`src/skt_ram.sv`:
```
// ============================================================================
// skt_ram
// Generic memory with one write port and one registered read port.
// ============================================================================
module skt_ram #(
  parameter int unsigned WIDTH = 8,
  parameter int unsigned DEPTH = 16
) (
  input  logic                                      clk_i,
  input  logic                                      we_i,
  input  logic [((DEPTH > 1) ? $clog2(DEPTH) : 1)-1:0] waddr_i,
  input  logic [WIDTH-1:0]                          wdata_i,
  input  logic [((DEPTH > 1) ? $clog2(DEPTH) : 1)-1:0] raddr_i,
  output logic [WIDTH-1:0]                          rdata_o
);

  logic [WIDTH-1:0] mem_q [DEPTH];
  logic [WIDTH-1:0] rdata_q;

  always_ff @(posedge clk_i) begin
    if (we_i) begin
      mem_q[waddr_i] <= wdata_i;
    end
    rdata_q <= mem_q[raddr_i];
  end

  assign rdata_o = rdata_q;

endmodule

```
`config.mk`:
```
export PLATFORM = sky130hd
export DESIGN_NAME = skt_ram
export DESIGN_NICKNAME = d
export VERILOG_FILES = /design/src/skt_ram.sv
export SDC_FILE = /design/constraint.sdc
export NUM_CORES = 1
export LEC_CHECK = 0
export BUFFER_PORTS_ARGS = -buffer_cell sky130_fd_sc_hd__buf_2
export CORE_UTILIZATION = 35
export CTS_CLUSTER_DIAMETER = 50
export DETAILED_ROUTE_END_ITERATION = 16
export PLACE_DENSITY_LB_ADDON = 0.05
export SLEW_MARGIN = 20
export SYNTH_ARGS = -nofsm -noshare
export SYNTH_HDL_FRONTEND = slang
export SYNTH_SLANG_ARGS = --single-unit
export TNS_END_PERCENT = 30
```
`constraint.sdc`:
```
create_clock -name clk_i -period 2.86 [get_ports clk_i]
set_clock_uncertainty 0.05 [all_clocks]
set_input_delay 0 -clock clk_i [delete_from_list [all_inputs] [get_ports clk_i]]
set_output_delay 0 -clock clk_i [all_outputs]
set_load 0.005 [all_outputs]
```
== Word level (Yosys, flattened, before mapping) ==
Memories as Yosys holds them, arrays and structs flattened. A register that Yosys moved wholly into a read port is not among the register bits.
Index checks and enable logic that the tools add are counted.
Word-level totals
  register bits: 0
  memory bits (writable): 128
  latch bits: 0
  memories kept: 1
  memory bits (read-only): 0
  output and inout port bits: 8
  logic and storage cells: 3
Cells by class
  bitwise logic cells: 0
  $add $sub $neg: 0
  multiplexer cells: 2
  reductions and logical operators: 0
  multipliers: 0
  divide/modulo/power cells: 0
  shifts and indexed selects: 0
  equality and inequality tests: 0
  order comparisons: 0
Memory list
  mem_q: depth 16, bits a word 8, read ports 1, clocked after Yosys merged registers in 1, write ports 1, line 17  | logic [WIDTH-1:0] mem_q [DEPTH];
Operators by type and width (count)
  $mux W1: 2

== Depth between registers and ports, before layout ==
  depth after elaboration: 2
  depth in mapped cells: 5
  gate-level depth less buffers: 3

== Worst setup path after synthesis ==
Ideal clock, no wire load.
  path type: input port to flip-flop
  start: input port waddr_i[2] in the netlist's numbering
  end: memory mem_q[0][0], enable pin
  slack: 1.317 ns
  data required time: 2.427 ns
  library setup time: 0.383 ns
  stages: 2
  arrival time: 1.110 ns
  cells stage by stage: or3b_2 > nor3_1
RTL lines
  start, declared: line 11  | input logic [((DEPTH > 1) ? $clog2(DEPTH) : 1)-1:0] waddr_i,
  end, declared: line 17
Straight into the memory's write port.

==> results.py <==
metrics = {
    "status": {
        "outcome": "finished, final reports clean",
    },
    "critical_path": {
        "rrSetupSlack_ns": 1.40,
        "critPathCaptureType": "register",
        "critical-path-top-delay-family": "multiplexers",
        "crit_arrival_ns": 1.70,
        "cp_max_fo": 1,
        "start_kind": "register",
        "critical_path_required_ns": 3.10,
        "path_buf_inv": 0,
        "cpPeakStageDelay_ns": 0.51,
        "crit_chain": "mux4_1 > a22oi_1 > nand2_1",
        "slowest_stage": "mux4_1",
        "path_class": "register to register",
    },
    "clock_network": {
        "cts_buffers": 17,
        "htreeDepth": 4,
        "clock_latency_ns": 0.42,
        "cts_tree": "done",
        "cts.path.max_buffers": 2,
        "cts_resized": 0,
        "cts_sinks": 136,
        "path_clk_slew_ns": 0.06,
        "postCtsSetupRepairBufs": 0,
        "cts_root_buffer": "clkbuf_16",
        "ctsHoldBuffers": 8,
    },
    "global_routing": {
        "grt_pass1_wl_mm": 16.25,
        "grt_util_met2": 0.2500,
        "grt_pass1_vias": 2520,
        "grt_util_met1": 0.2215,
        "antenna_found_initial": 0,
        "track_usage": 0.1652,
        "grt_util_met3": 0.03782,
        "gr-max-usage-layer": "met2",
        "grt-ovfl-total": 0,
        "grt_max_degree": 19,
    },
    "detailed_routing": {
        "vias": 2412,
        "wirelength_mm": 11.02,
        "drc": 0,
        "avgRoutedWirePerCell_um": 22.82,
        "first_pass_iters": 5,
        "avgViaCountPerCell": 4.994,
        "ant_nets": 0,
        "drtIter0Drc": 152,
    },
    "synthesis": {
        "synth_edf_count": 128,
        "synthFlopType": "edfxtp_1",
        "yosysTopAreaCellShare": 0.7467,
        "avgSynthCellArea_um2": 22.48,
        "yosys.area.top_type": "edfxtp_1",
        "synth-async-reset-ratio": 0,
        "ys_warn_count": 0,
        "syn_area_um2": 5147,
        "syn-num-nets": 247,
        "synth_cells": 229,
        "synth_area_leaders": "edfxtp_1 75%, mux4_2 7.9%, mux4_1 7.1%",
        "yosysSeqAreaShare": 0.7778,
        "post_synth_num_cell_types": 19,
        "synth-seq-cells": 136,
    },
    "sta": {
        "finalCriticalPeriod_ns": 1.460,
        "finalCritPeriodShare": 0.5106,
        "slew_violations": 0,
        "slew_headroom": 0.3408,
        "tightest_slew_ns": 0.9852,
        "fin_hold_ws_ns": 0.03296,
        "setup_violations": 0,
        "fmax_ghz": 0.6848,
        "finalHoldViolations": 0,
        "rsz0062_at_grt": "no",
        "finalSetupTns_ns": 0,
    },
    "min_path": {
        "min-delay-path-class": "input port to register",
    },
    "flow_run": {
        "cap_violations": 0,
    },
    "cells_and_area": {
        "num-nets-final": 308,
        "stdcell_area_um2": 6166,
        "final_common_cell": "edfxtp_1",
        "fill_cells": 1222,
        "antenna-diode-count": 0,
        "layout_common_cells": "128 x edfxtp_1, 25 x buf_2, 18 x mux4_2, 18 x buf_4, 17 x clkbuf_16",
        "drive_above_1_share": 0.2970,
        "fin_util": 0.4374,
        "area_growth_pct": 19.79,
    },
    "placement": {
        "numPortBuffers": 25,
        "post-dp-hpwl_mm": 7.061,
        "dpl-instance-area_um2": 5567,
        "gp_congestion": 0.7198,
    },
    "power_and_ir_drop": {
        "power_density_nw_per_um2": 708.2,
        "ir_drop_uv": 292.5,
        "leakage_nw": 2.099,
    },
    "floorplan": {
        "core_um2": 14100,
        "die_x_um": 123.3,
        "die_area_um2": 15200,
        "die_h_um": 123.3,
        "ios": 26,
        "start_util": 0.3652,
        "row_count": 43,
    },
}
==> cells by family (layout without fill, tap and decap cells) <==
| kind of cell | Yosys count | after routing | share of synthesized area |
|---|---|---|---|
| buffers and inverters | 10 | 84 | 0.01677 |
| DFF | 136 | 136 | 0.7778 |
| muxes | 32 | 32 | 0.1502 |
| and+or+nand+nor | 35 | 35 | 0.03184 |
| AOI/OAI and AO/OA | 16 | 16 | 0.02334 |
==> cells in the mapped netlist (all sizes together) (2+ instances only) <==
cell           instances
nand2b                 2
nand2                  9
dfxtp                  8
buf                    7
clkdlybuf4s25          3
nor2                  13
nand3b                 2
a22oi                 16
mux4                  32
nor3                   4
edfxtp               128
==> sequential cells by signal (all words and copies together) (netlist names) <==
| register | cells |
|---|---|
| rdata_o | 8 |
| mem_q | 128 |
==> power by group <==
group / switching [W] / internal, W / total [W] / leakage (nW)
logic: 0.000121 / 0.0000945 / 0.000215 / 0.609
clock network: 0.000747 / 0.00116 / 0.00191 / 0.266
registers: 0.0000122 / 0.00223 / 0.00224 / 1.22
==> per-layer routing <==
metal | up-vias | part of all wire
met5 | - | 0
met4 | 0 | 0.018
met3 | 13 | 0.032
met2 | 63 | 0.47
met1 | 1239 | 0.48
li1 | 1097 | -
==> worst paths after layout <==
kind / start / endpoint / cells past startpoint
max reg2reg: mem_q[9][4]$_DFFE_PP_ / rdata_o[4]$_DFF_P_ / 3
min: waddr_i[0] / mem_q[4][6]$_DFFE_PP_ / 2
max: mem_q[9][4]$_DFFE_PP_ / rdata_o[4]$_DFF_P_ / 3
min reg2reg: mem_q[12][1]$_DFFE_PP_ / rdata_o[1]$_DFF_P_ / 3
==> through the flow <==
step | worst slack [ns] | power (W) | cells
finish | 1.400 | 0.004367 | 483
global route | 1.363 | 0.004512 | 483
CTS | 1.416 | 0.004417 | 483
detailed placement | 1.078 | 0.002496 | 443
global placement | 1.076 | 0.002496 | 443
floorplan | 1.317 | 0.002393 | 229
==> cell type report <==
cell class	instances	area, um^2	share of cell area
Clock buffer	18	429.2	0.06960
Multi-Input combinational cell	83	1057	0.1715
Timing Repair Buffer	52	360.3	0.05844
Tap cell	180	225.2	0.03653
Sequential cell	136	4004	0.6494
Clock inverter	14	90.09	0.01461
Note: power is estimated with default switching activity, not from simulation.
